## src/design/gbig_pkg.sv

```systemverilog
package gbig_pkg;

    localparam int MAX_BASIS_PER_DIR = 8;
    localparam int CNT_W             = 4;   // count register width
    localparam int IDX_W             = 9;   // basis index width
    localparam int PLANE_W           = 7;   // nu*nv, at most 64
    localparam int POS_W             = 3;   // position along one axis
    localparam int VTX_W             = 3;   // vertex number
    localparam int ADDR_W            = 4;   // APB address
    localparam int DATA_W            = 32;  // APB data

    typedef enum logic [2:0] {
        MODE_VERTEX       = 3'd0,
        MODE_EDGE_RUN     = 3'd1,
        MODE_FACE_RUN     = 3'd2,
        MODE_EDGE_ENDS    = 3'd3,
        MODE_FACE_CORNERS = 3'd4
    } t_mode;

    typedef enum logic [1:0] {
        REG_COUNT_U = 2'd0,
        REG_COUNT_V = 2'd1,
        REG_COUNT_W = 2'd2
    } t_reg_idx;

    typedef enum logic [1:0] {
        AXIS_U = 2'd0,
        AXIS_V = 2'd1,
        AXIS_W = 2'd2
    } t_axis;

    typedef enum logic [1:0] {
        ASEL_ZERO = 2'd0,
        ASEL_ACC  = 2'd1,
        ASEL_ROW  = 2'd2
    } t_asel;

    typedef enum logic [3:0] {
        S_IDLE,
        S_PLANE,
        S_OFFS,
        S_VX0,
        S_VX1,
        S_VX2,
        S_PUT,
        S_WALK,
        S_BAD
    } t_state;

    typedef struct packed {
        logic [2:0] mode;
        logic [3:0] selector;
    } t_in_word;

    typedef struct packed {
        logic [IDX_W-1:0] basis_index;
        logic             row_end;
        logic             last;
        logic             bad_request;
    } t_out_word;

    // clamped grid sizes
    typedef struct packed {
        logic [CNT_W-1:0] nu;
        logic [CNT_W-1:0] nv;
        logic [CNT_W-1:0] nw;
    } t_dims;

    // control of the shared adder
    typedef struct packed {
        t_asel            a_sel;
        logic [IDX_W-1:0] b;
        logic             load_acc;
        logic             load_row;
    } t_add_ctl;

    function automatic logic [CNT_W-1:0] clamp_count(input logic [CNT_W-1:0] c);
        logic [CNT_W-1:0] r;
        r = c;
        if (c == '0) begin
            r = CNT_W'(1);
        end else if (c > CNT_W'(MAX_BASIS_PER_DIR)) begin
            r = CNT_W'(MAX_BASIS_PER_DIR);
        end
        return r;
    endfunction

    function automatic logic req_ok(input logic [2:0] mode, input logic [3:0] sel);
        logic ok;
        case (mode)
            MODE_VERTEX:       ok = (sel < 4'd8);
            MODE_EDGE_RUN:     ok = (sel < 4'd12);
            MODE_FACE_RUN:     ok = (sel < 4'd6);
            MODE_EDGE_ENDS:    ok = (sel < 4'd12);
            MODE_FACE_CORNERS: ok = (sel < 4'd6);
            default:           ok = 1'b0;
        endcase
        return ok;
    endfunction

    function automatic t_axis edge_axis_of(input logic [3:0] sel);
        t_axis a;
        case (sel)
            4'd0, 4'd1, 4'd4, 4'd5: a = AXIS_U;
            4'd2, 4'd3, 4'd6, 4'd7: a = AXIS_W;
            default:                a = AXIS_V;
        endcase
        return a;
    endfunction

    function automatic logic [VTX_W-1:0] edge_first_of(input logic [3:0] sel);
        logic [VTX_W-1:0] v;
        case (sel)
            4'd0:    v = 3'd0;
            4'd1:    v = 3'd2;
            4'd2:    v = 3'd0;
            4'd3:    v = 3'd1;
            4'd4:    v = 3'd4;
            4'd5:    v = 3'd6;
            4'd6:    v = 3'd4;
            4'd7:    v = 3'd5;
            4'd8:    v = 3'd0;
            4'd9:    v = 3'd1;
            4'd10:   v = 3'd2;
            4'd11:   v = 3'd3;
            default: v = 3'd0;
        endcase
        return v;
    endfunction

    function automatic logic [VTX_W-1:0] edge_second_of(input logic [3:0] sel);
        logic [VTX_W-1:0] v;
        case (sel)
            4'd0:    v = 3'd1;
            4'd1:    v = 3'd3;
            4'd2:    v = 3'd2;
            4'd3:    v = 3'd3;
            4'd4:    v = 3'd5;
            4'd5:    v = 3'd7;
            4'd6:    v = 3'd6;
            4'd7:    v = 3'd7;
            4'd8:    v = 3'd4;
            4'd9:    v = 3'd5;
            4'd10:   v = 3'd6;
            4'd11:   v = 3'd7;
            default: v = 3'd0;
        endcase
        return v;
    endfunction

    function automatic t_axis face_outer_of(input logic [3:0] sel);
        return (sel < 4'd2) ? AXIS_W : AXIS_V;
    endfunction

    function automatic t_axis face_inner_of(input logic [3:0] sel);
        return (sel == 4'd2 || sel == 4'd3) ? AXIS_W : AXIS_U;
    endfunction

    function automatic logic [VTX_W-1:0] face_base_of(input logic [3:0] sel);
        logic [VTX_W-1:0] v;
        case (sel)
            4'd1:    v = 3'd4;
            4'd3:    v = 3'd1;
            4'd5:    v = 3'd2;
            default: v = 3'd0;
        endcase
        return v;
    endfunction

    function automatic logic [VTX_W-1:0] face_corner_of(input logic [3:0] sel,
                                                        input logic [1:0] p);
        logic [4*VTX_W-1:0] row;
        case (sel)
            4'd0:    row = {3'd0, 3'd1, 3'd3, 3'd2};
            4'd1:    row = {3'd4, 3'd5, 3'd7, 3'd6};
            4'd2:    row = {3'd0, 3'd2, 3'd6, 3'd4};
            4'd3:    row = {3'd1, 3'd3, 3'd7, 3'd5};
            4'd4:    row = {3'd0, 3'd1, 3'd5, 3'd4};
            4'd5:    row = {3'd2, 3'd3, 3'd7, 3'd6};
            default: row = '0;
        endcase
        return row[(3 - p) * VTX_W +: VTX_W];
    endfunction

    // vertex number of the p-th vertex a request needs
    function automatic logic [VTX_W-1:0] vertex_of(input t_mode mode,
                                                   input logic [3:0] sel,
                                                   input logic [1:0] p);
        logic [VTX_W-1:0] v;
        case (mode)
            MODE_VERTEX:       v = sel[VTX_W-1:0];
            MODE_EDGE_RUN:     v = edge_first_of(sel);
            MODE_FACE_RUN:     v = face_base_of(sel);
            MODE_EDGE_ENDS:    v = p[0] ? edge_second_of(sel) : edge_first_of(sel);
            MODE_FACE_CORNERS: v = face_corner_of(sel, p);
            default:           v = '0;
        endcase
        return v;
    endfunction

endpackage

```

## src/design/grid_boundary_index_generator.sv

```systemverilog
// Channel   Direction  Handshake                 Word
// request   in         i_in_valid / o_in_stall   i_in_word  (mode, selector)
// result    out        o_out_valid / i_out_stall o_out_word (basis_index, row_end,
//                                                            last, bad_request)
// config    in         APB psel/penable/pwrite   count_u @0, count_v @4, count_w @8
//
// Each vertex costs three passes through the single adder; a run then gives one
//   index a cycle from that same adder while the result register can take it.
// Reset: synchronous, active low; counts return to 2, sequencer idle, result
//   register empty. No memory, no clearing pass.
// A stalled result holds the sequencer in its emit state; the request side
//   is stalled for the whole burst.
module grid_boundary_index_generator
    import gbig_pkg::*;
(
    input  logic              i_clk,
    input  logic              i_rst_n,
    // request channel
    input  logic              i_in_valid,
    output logic              o_in_stall,
    input  t_in_word          i_in_word,
    // result channel
    output logic              o_out_valid,
    input  logic              i_out_stall,
    output t_out_word         o_out_word,
    // configuration port
    input  logic              psel,
    input  logic              penable,
    input  logic              pwrite,
    input  logic [ADDR_W-1:0] paddr,
    input  logic [DATA_W-1:0] pwdata,
    output logic [DATA_W-1:0] prdata,
    output logic              pready
);

    t_dims            dims;
    t_add_ctl         add_ctl;
    logic [IDX_W-1:0] acc;
    logic             busy;
    logic             start;
    logic             out_free;
    logic             emit;
    t_out_word        emit_word;

    logic             r_out_valid;
    t_out_word        r_out_word;

    // zero-wait APB
    assign pready = 1'b1;

    gbig_regs u_regs (
        .i_clk   (i_clk),
        .i_rst_n (i_rst_n),
        .psel    (psel),
        .penable (penable),
        .pwrite  (pwrite),
        .paddr   (paddr),
        .pwdata  (pwdata),
        .prdata  (prdata),
        .o_dims  (dims)
    );

    // the one adder: vertex assembly and run stepping share it
    gbig_addu u_addu (
        .i_clk (i_clk),
        .i_ctl (add_ctl),
        .o_acc (acc)
    );

    // request accepted only while the sequencer sits idle
    assign start    = i_in_valid & ~busy;
    // result slot is free when empty or being drained this cycle
    assign out_free = ~r_out_valid | ~i_out_stall;

    gbig_seq u_seq (
        .i_clk       (i_clk),
        .i_rst_n     (i_rst_n),
        .i_start     (start),
        .i_req       (i_in_word),
        .i_dims      (dims),
        .i_acc       (acc),
        .i_out_free  (out_free),
        .o_busy      (busy),
        .o_add       (add_ctl),
        .o_emit      (emit),
        .o_emit_word (emit_word)
    );

    // result register: parts the sequencer from the downstream stall
    always_ff @(posedge i_clk) begin
        if (!i_rst_n) begin
            r_out_valid <= 1'b0;
        end else if (emit) begin
            r_out_valid <= 1'b1;
        end else if (!i_out_stall) begin
            r_out_valid <= 1'b0;
        end
    end

    always_ff @(posedge i_clk) begin
        if (emit) begin
            r_out_word <= emit_word;
        end
    end

    assign o_in_stall  = busy;
    assign o_out_valid = r_out_valid;
    assign o_out_word  = r_out_word;

endmodule

```

## src/design/gbig_regs.sv

```systemverilog
module gbig_regs
    import gbig_pkg::*;
(
    input  logic              i_clk,
    input  logic              i_rst_n,
    input  logic              psel,
    input  logic              penable,
    input  logic              pwrite,
    input  logic [ADDR_W-1:0] paddr,
    input  logic [DATA_W-1:0] pwdata,
    output logic [DATA_W-1:0] prdata,
    output t_dims             o_dims
);

    logic [CNT_W-1:0] r_count_u;
    logic [CNT_W-1:0] r_count_v;
    logic [CNT_W-1:0] r_count_w;
    logic             wr_en;
    logic [1:0]       reg_idx;

    assign wr_en   = psel & penable & pwrite;
    assign reg_idx = paddr[3:2];

    always_ff @(posedge i_clk) begin
        if (!i_rst_n) begin
            r_count_u <= CNT_W'(2);
            r_count_v <= CNT_W'(2);
            r_count_w <= CNT_W'(2);
        end else if (wr_en) begin
            case (reg_idx)
                REG_COUNT_U: r_count_u <= pwdata[CNT_W-1:0];
                REG_COUNT_V: r_count_v <= pwdata[CNT_W-1:0];
                REG_COUNT_W: r_count_w <= pwdata[CNT_W-1:0];
                default:     ;
            endcase
        end
    end

    always_comb begin
        case (reg_idx)
            REG_COUNT_U: prdata = DATA_W'(r_count_u);
            REG_COUNT_V: prdata = DATA_W'(r_count_v);
            REG_COUNT_W: prdata = DATA_W'(r_count_w);
            default:     prdata = '0;
        endcase
    end

    assign o_dims.nu = clamp_count(r_count_u);
    assign o_dims.nv = clamp_count(r_count_v);
    assign o_dims.nw = clamp_count(r_count_w);

endmodule

```

## src/design/gbig_addu.sv

```systemverilog
module gbig_addu
    import gbig_pkg::*;
(
    input  logic             i_clk,
    input  t_add_ctl         i_ctl,
    output logic [IDX_W-1:0] o_acc
);

    logic [IDX_W-1:0] r_acc;
    logic [IDX_W-1:0] r_row;   // start of the current face row
    logic [IDX_W-1:0] opa;
    logic [IDX_W-1:0] sum;

    always_comb begin
        case (i_ctl.a_sel)
            ASEL_ACC: opa = r_acc;
            ASEL_ROW: opa = r_row;
            default:  opa = '0;
        endcase
    end

    // indices never pass 511, so the carry out is never needed
    assign sum = IDX_W'(opa + i_ctl.b);

    always_ff @(posedge i_clk) begin
        if (i_ctl.load_acc) begin
            r_acc <= sum;
        end
        if (i_ctl.load_row) begin
            r_row <= sum;
        end
    end

    assign o_acc = r_acc;

endmodule

```

## src/design/gbig_seq.sv

```systemverilog
module gbig_seq
    import gbig_pkg::*;
(
    input  logic             i_clk,
    input  logic             i_rst_n,
    input  logic             i_start,
    input  t_in_word         i_req,
    input  t_dims            i_dims,
    input  logic [IDX_W-1:0] i_acc,
    input  logic             i_out_free,
    output logic             o_busy,
    output t_add_ctl         o_add,
    output logic             o_emit,
    output t_out_word        o_emit_word
);

    t_state              r_state;
    t_state              n_state;
    t_mode               r_mode;
    logic [3:0]          r_sel;
    logic [1:0]          r_pick;
    logic [POS_W-1:0]    r_i;
    logic [POS_W-1:0]    r_j;
    logic [PLANE_W-1:0]  r_plane;
    logic [PLANE_W-1:0]  r_dv;     // nu*(nv-1): v at its far end
    logic [IDX_W-1:0]    r_dw;     // nu*nv*(nw-1): w at its far end

    logic [VTX_W-1:0]    vtx;
    logic                pick_last;
    logic                walk;
    t_axis               ax_in;
    t_axis               ax_out;
    logic [POS_W-1:0]    li_m1;
    logic [POS_W-1:0]    lo_m1;
    logic [IDX_W-1:0]    si;
    logic [IDX_W-1:0]    so;
    logic                j_end;
    logic                i_end;
    logic                w_last;

    function automatic logic [POS_W-1:0] len_m1(input t_axis a, input t_dims d);
        logic [CNT_W-1:0] n;
        case (a)
            AXIS_U:  n = d.nu;
            AXIS_V:  n = d.nv;
            default: n = d.nw;
        endcase
        return POS_W'(n - CNT_W'(1));
    endfunction

    function automatic logic [IDX_W-1:0] stride(input t_axis a, input t_dims d,
                                                input logic [PLANE_W-1:0] plane);
        logic [IDX_W-1:0] s;
        case (a)
            AXIS_U:  s = IDX_W'(1);
            AXIS_V:  s = IDX_W'(d.nu);
            default: s = IDX_W'(plane);
        endcase
        return s;
    endfunction

    assign vtx       = vertex_of(r_mode, r_sel, r_pick);
    assign walk      = (r_mode == MODE_EDGE_RUN) || (r_mode == MODE_FACE_RUN);
    assign pick_last = (r_mode == MODE_EDGE_ENDS)    ? (r_pick == 2'd1) :
                       (r_mode == MODE_FACE_CORNERS) ? (r_pick == 2'd3) : 1'b1;

    // edges walk one row, faces walk outer by inner
    assign ax_in  = (r_mode == MODE_FACE_RUN) ? face_inner_of(r_sel) : edge_axis_of(r_sel);
    assign ax_out = face_outer_of(r_sel);
    assign li_m1  = len_m1(ax_in, i_dims);
    assign lo_m1  = (r_mode == MODE_FACE_RUN) ? len_m1(ax_out, i_dims) : '0;
    assign si     = stride(ax_in, i_dims, r_plane);
    assign so     = stride(ax_out, i_dims, r_plane);
    assign j_end  = (r_j == li_m1);
    assign i_end  = (r_i == lo_m1);
    assign w_last = j_end & i_end;

    always_comb begin
        n_state = r_state;
        case (r_state)
            S_IDLE: begin
                if (i_start) begin
                    n_state = req_ok(i_req.mode, i_req.selector) ? S_PLANE : S_BAD;
                end
            end
            S_PLANE: n_state = S_OFFS;
            S_OFFS:  n_state = S_VX0;
            S_VX0:   n_state = S_VX1;
            S_VX1:   n_state = S_VX2;
            S_VX2:   n_state = walk ? S_WALK : S_PUT;
            S_PUT: begin
                if (i_out_free) begin
                    n_state = pick_last ? S_IDLE : S_VX0;
                end
            end
            S_WALK: begin
                if (i_out_free && w_last) begin
                    n_state = S_IDLE;
                end
            end
            S_BAD: begin
                if (i_out_free) begin
                    n_state = S_IDLE;
                end
            end
            default: n_state = S_IDLE;
        endcase
    end

    always_comb begin
        o_add       = '{a_sel: ASEL_ZERO, b: '0, load_acc: 1'b0, load_row: 1'b0};
        o_emit      = 1'b0;
        o_emit_word = '0;
        case (r_state)
            S_VX0: begin
                o_add.b        = vtx[0] ? IDX_W'(i_dims.nu - CNT_W'(1)) : '0;
                o_add.load_acc = 1'b1;
            end
            S_VX1: begin
                o_add.a_sel    = ASEL_ACC;
                o_add.b        = vtx[1] ? r_dw : '0;
                o_add.load_acc = 1'b1;
            end
            S_VX2: begin
                o_add.a_sel    = ASEL_ACC;
                o_add.b        = vtx[2] ? IDX_W'(r_dv) : '0;
                o_add.load_acc = 1'b1;
                o_add.load_row = walk;
            end
            S_PUT: begin
                o_emit                  = i_out_free;
                o_emit_word.basis_index = i_acc;
                o_emit_word.last        = pick_last;
            end
            S_WALK: begin
                o_emit                  = i_out_free;
                o_emit_word.basis_index = i_acc;
                o_emit_word.row_end     = (r_mode == MODE_FACE_RUN) && j_end;
                o_emit_word.last        = w_last;
                if (i_out_free && !w_last) begin
                    o_add.load_acc = 1'b1;
                    if (j_end) begin
                        o_add.a_sel    = ASEL_ROW;
                        o_add.b        = so;
                        o_add.load_row = 1'b1;
                    end else begin
                        o_add.a_sel = ASEL_ACC;
                        o_add.b     = si;
                    end
                end
            end
            S_BAD: begin
                o_emit                  = i_out_free;
                o_emit_word.last        = 1'b1;
                o_emit_word.bad_request = 1'b1;
            end
            default: ;
        endcase
    end

    always_ff @(posedge i_clk) begin
        if (!i_rst_n) begin
            r_state <= S_IDLE;
        end else begin
            r_state <= n_state;
        end
    end

    always_ff @(posedge i_clk) begin
        case (r_state)
            S_IDLE: begin
                if (i_start) begin
                    r_mode <= t_mode'(i_req.mode);
                    r_sel  <= i_req.selector;
                    r_pick <= '0;
                    r_i    <= '0;
                    r_j    <= '0;
                end
            end
            S_PLANE: begin
                r_plane <= PLANE_W'(i_dims.nu) * PLANE_W'(i_dims.nv);
            end
            S_OFFS: begin
                r_dw <= IDX_W'(r_plane) * IDX_W'(i_dims.nw - CNT_W'(1));
                r_dv <= PLANE_W'(r_plane - PLANE_W'(i_dims.nu));
            end
            S_PUT: begin
                if (i_out_free && !pick_last) begin
                    r_pick <= r_pick + 2'd1;
                end
            end
            S_WALK: begin
                if (i_out_free && !w_last) begin
                    if (j_end) begin
                        r_j <= '0;
                        r_i <= r_i + POS_W'(1);
                    end else begin
                        r_j <= r_j + POS_W'(1);
                    end
                end
            end
            default: ;
        endcase
    end

    assign o_busy = (r_state != S_IDLE);

endmodule

```

## config.mk

```make
export PLATFORM = sky130hd
export DESIGN_NAME = grid_boundary_index_generator
export DESIGN_NICKNAME = d
export VERILOG_FILES = /design/src/design/gbig_pkg.sv /design/src/design/grid_boundary_index_generator.sv /design/src/design/gbig_regs.sv /design/src/design/gbig_addu.sv /design/src/design/gbig_seq.sv
export SDC_FILE = /design/constraint.sdc
export NUM_CORES = 1
export LEC_CHECK = 0
export BUFFER_PORTS_ARGS = -buffer_cell sky130_fd_sc_hd__buf_2
export CAP_MARGIN = 40
export CORE_MARGIN = 10
export CORE_UTILIZATION = 55
export CTS_BUF_LIST = sky130_fd_sc_hd__clkbuf_8 sky130_fd_sc_hd__clkbuf_16
export DETAILED_ROUTE_END_ITERATION = 8
export HOLD_SLACK_MARGIN = 0.15
export PLACE_DENSITY = 0.87
export SETUP_SLACK_MARGIN = 0.02
export SLEW_MARGIN = 20
export SYNTH_ARGS = -nofsm -noshare
export SYNTH_HDL_FRONTEND = slang
export SYNTH_HIERARCHICAL = 1
export SYNTH_SLANG_ARGS = --single-unit
```

## constraint.sdc

```tcl
create_clock -name i_clk -period 14 [get_ports i_clk]
set_input_delay 1.4 -clock i_clk [delete_from_list [all_inputs] [get_ports i_clk]]
set_output_delay 1.4 -clock i_clk [all_outputs]
set_load 0.01 [all_outputs]
```

==> impl_metrics.toml <==
[die]
die_area_um2 = 17930
pin_count = 97
core_um2 = 12670
die_h_um = 133.9
row_count = 41
die_x_um = 133.9
start_util = 0.5632

[cells_and_area]
fill_cells = 1079
antenna_cells = 0
fin_cells = 956
fin_nets = 898
layout_common_cells = "72 x nor2_1, 68 x edfxtp_1, 61 x nand2_1"
final_common_cell = "nor2_1"
drive_gt1_frac = 0.08929
area_growth_pct = 6.364

[place]
gp_congestion = 0.8865
port_buffers = 37
dp_hpwl_um = 11410
dp_cells = 939

[sta]
finalMaxSlewViolations = 0
rsz0062_at_grt = "no"
fin_skew_ps = 7.830
post-route-period-util = 0.4272
tightest_slew_ps = 813.5
setup_tns_ps = 0
maxSlewHeadroom = 0.4577
hold_violations = 0
max_freq_ghz = 0.1672
fin_crit_ps = 5981
setup_violations = 0

[clocking]
cts_root_buffer = "clkbuf_16"
hold_buffers = 0
cts_resized = 0
cts_max_level = 3
cts_sinks = 92
clockBufferDepth = 2
clkTransAtPathRegs_ps = 70
clock_latency_ps = 350
cts_buffers = 9
cts_tree = "yes"
cts_setup_buffers = 0

[pwr]
vdd.ir_drop.worst_v = 0.00006573
p_sw_frac = 0.3805
comb_power_share = 0.359
p_per_area_nw_per_um2 = 140.8
power_switching_uw = 406.6
internal-power_uw = 662.0
leakagePower_nw = 3.263
power_frac_seq = 0.412
p_clk_frac = 0.229

[worst_setup_path]
cp-end-kind = "register"
crit_slowest_cell = "nor2_1"
crit_type = "reg2reg"
cp.required_ps = 14090
critPathLaunchType = "register"
crit_chain = "nor2_1 > nor2_1 > nor2_1 > nor4b_1 > nor2_1 > ha_1 > xnor2_1 > or4b_1 > a21oi_1 > o211ai_1 > a211o_1 > nand4_2 > nor2_1 > ha_1 > a22oi_1 > nor2_1 > ha_1 > fa_1 > a21o_2 > a21oi_2 > o21ai_0 > xor2_1"
max_stage_delay_ps = 570
cpMostUsedCell = "nor2_1"
critPathMaxFanout = 10
worst_ep_arrival_time_ps = 6070

[global_route]
grt_usage = 0.1705
gr-total-overflow = 0
grt_pass1_wl_um = 25460
antenna_found_initial = 0
grt_max_degree = 26
first_global_vias = 5262

[detailed_routing]
vias = 5451
drtIter0Drc = 480
drc = 0
wl_um = 15060
via_per_inst = 5.702
wire_per_inst_um = 15.76
postRouteAntennaNets = 0
first_pass_iters = 5

[synth]
syn_area_per_cell_um2 = 9.354
synth_edf_count = 68
async_flop_share = 0
ys.flop_type = "edfxtp_1"
synth_area_um2 = 7137
synth_warnings = 6
synth-seq-cells = 92
synth-seq-area-share = 0.3534
netlist_instances = 763
synth_cell_types = 76

[min_path]
min_path_type = "reg2reg"

[run_status]
run_status = "completed"

[flow_run]
maxCapViolCount = 0
## through the flow
step           utilization  setup slack (ps)  instance area (µm²)  total power [mW]  hold slack (ps)
2_1_floorplan            -              8916                 7238            0.7286            447.5
3_3_place_gp        0.5744              8151                 7278            0.8023            467.9
3_5_place_dp        0.5754              8050                 7291            0.8187            475.0
4_1_cts             0.5985              8030                 7584             1.066            490.7
5_1_grt             0.5991              7565                 7591             1.139            519.9
6_report            0.5991              8019                 7591             1.069            492.2
## final timing paths
check                                         start                  end  slack, ps  cells after the start
worst max register to register  u_regs/r_count_w[1]      u_addu/r_row[6]       8020                     22
worst min-delay path            u_regs/r_count_w[0]  u_regs/r_count_w[0]        490                      2
worst min register to register  u_regs/r_count_w[0]  u_regs/r_count_w[0]        490                      2
worst max-delay path            u_regs/r_count_w[1]      u_addu/r_row[6]       8020                     22
## power by group through the flow
stage / Clock [mW] / Sequential (mW) / Combinational [mW]
2_1_floorplan: 0 / 0.401 / 0.327
3_3_place_gp: 0 / 0.439 / 0.363
3_5_place_dp: 0 / 0.443 / 0.376
4_1_cts: 0.248 / 0.438 / 0.380
5_1_grt: 0.258 / 0.449 / 0.433
6_report: 0.245 / 0.440 / 0.384
## per-layer routing
layer / GRT usage / part of all wire / vias to the layer above
met3: 0.04294 / 0.076 / 18
met4: 0.05200 / 0.017 / 0
met1: 0.2122 / 0.43 / 2597
met2: 0.2844 / 0.48 / 192
met5: 0 / 0 / -
li1: - / - / 2644
## cells by family (layout without fill, tap and decap cells)
kind of cell,Yosys count,count (layout),synth area share
AOI/OAI and AO/OA,136,136,0.1297
and+or+nand+nor,277,277,0.2034
muxes,29,29,0.04172
buffers and inverters,120,114,0.08100
adders and majority gates,69,69,0.1431
xor gates and xnor gates,38,38,0.04663
DFF,92,92,0.3534
other,2,29,0.001052
## sequential cells by signal, indices dropped and copies added (netlist names), named ones only
register,cells
o_out_word,12
u_addu/o_acc,9
u_addu/r_row,9
u_seq/r_dw,9
u_seq/r_dv,7
u_seq/r_plane,7
u_regs/r_count_u,4
u_regs/r_count_v,4
u_regs/r_count_w,4
u_seq/r_sel,4
u_seq/r_state,4
u_seq/r_i,3
u_seq/r_j,3
u_seq/r_mode,3
u_seq/r_pick,2
o_out_valid,1
## critical path, delay by kind of cell (launching register included)
kind	cells	cell delay [ps]
XOR/XNOR	2	320
flip-flops	1	340
AND/OR/NAND/NOR	9	2310
adder cells (fa/ha/maj)	4	1350
AO/OA/AOI/OAI	7	1430
## synthesized netlist by cell type, types with 3 or more instances
master    instances  area share
nor2_1           72       0.038
edfxtp_1         68        0.29
nand2_1          61       0.032
inv_1            58       0.031
ha_1             48       0.084
nor2b_1          34       0.030
buf_4            29       0.031
a21oi_1          28       0.020
clkbuf_1         27       0.014
xnor2_1          27       0.033
mux2i_1          26       0.036
o21ai_0          26       0.018
dfxtp_1          24       0.067
fa_1             21       0.059
and2_1           20       0.018
nand3_1          16       0.011
a22oi_1          15       0.016
and3_1           14       0.012
nand2b_1         13       0.011
nor3_1           12      0.0084
xor2_1           11       0.013
a21o_1           10       0.011
o211ai_1          7      0.0074
a211oi_1          5      0.0053
nand4_1           5      0.0044
nor3b_1           4      0.0042
nor4_1            4      0.0035
buf_2             3      0.0021
o21ai_1           3      0.0021
o22ai_1           3      0.0026
or3_1             3      0.0026
## area by class of cell
| cell class | instances | area, µm² | area share |
|---|---|---|---|
| repair buffers | 40 | 205.2 | 0.02703 |
| flip-flops and latches | 92 | 2522 | 0.3323 |
| clock inverters | 7 | 67.56 | 0.008901 |
| multi-input cells | 578 | 4138 | 0.5451 |
| well taps | 172 | 215.2 | 0.02835 |
| clock buffers | 9 | 225.2 | 0.02967 |
| inverters | 58 | 217.7 | 0.02868 |
Power figures use the tool's default switching activity.
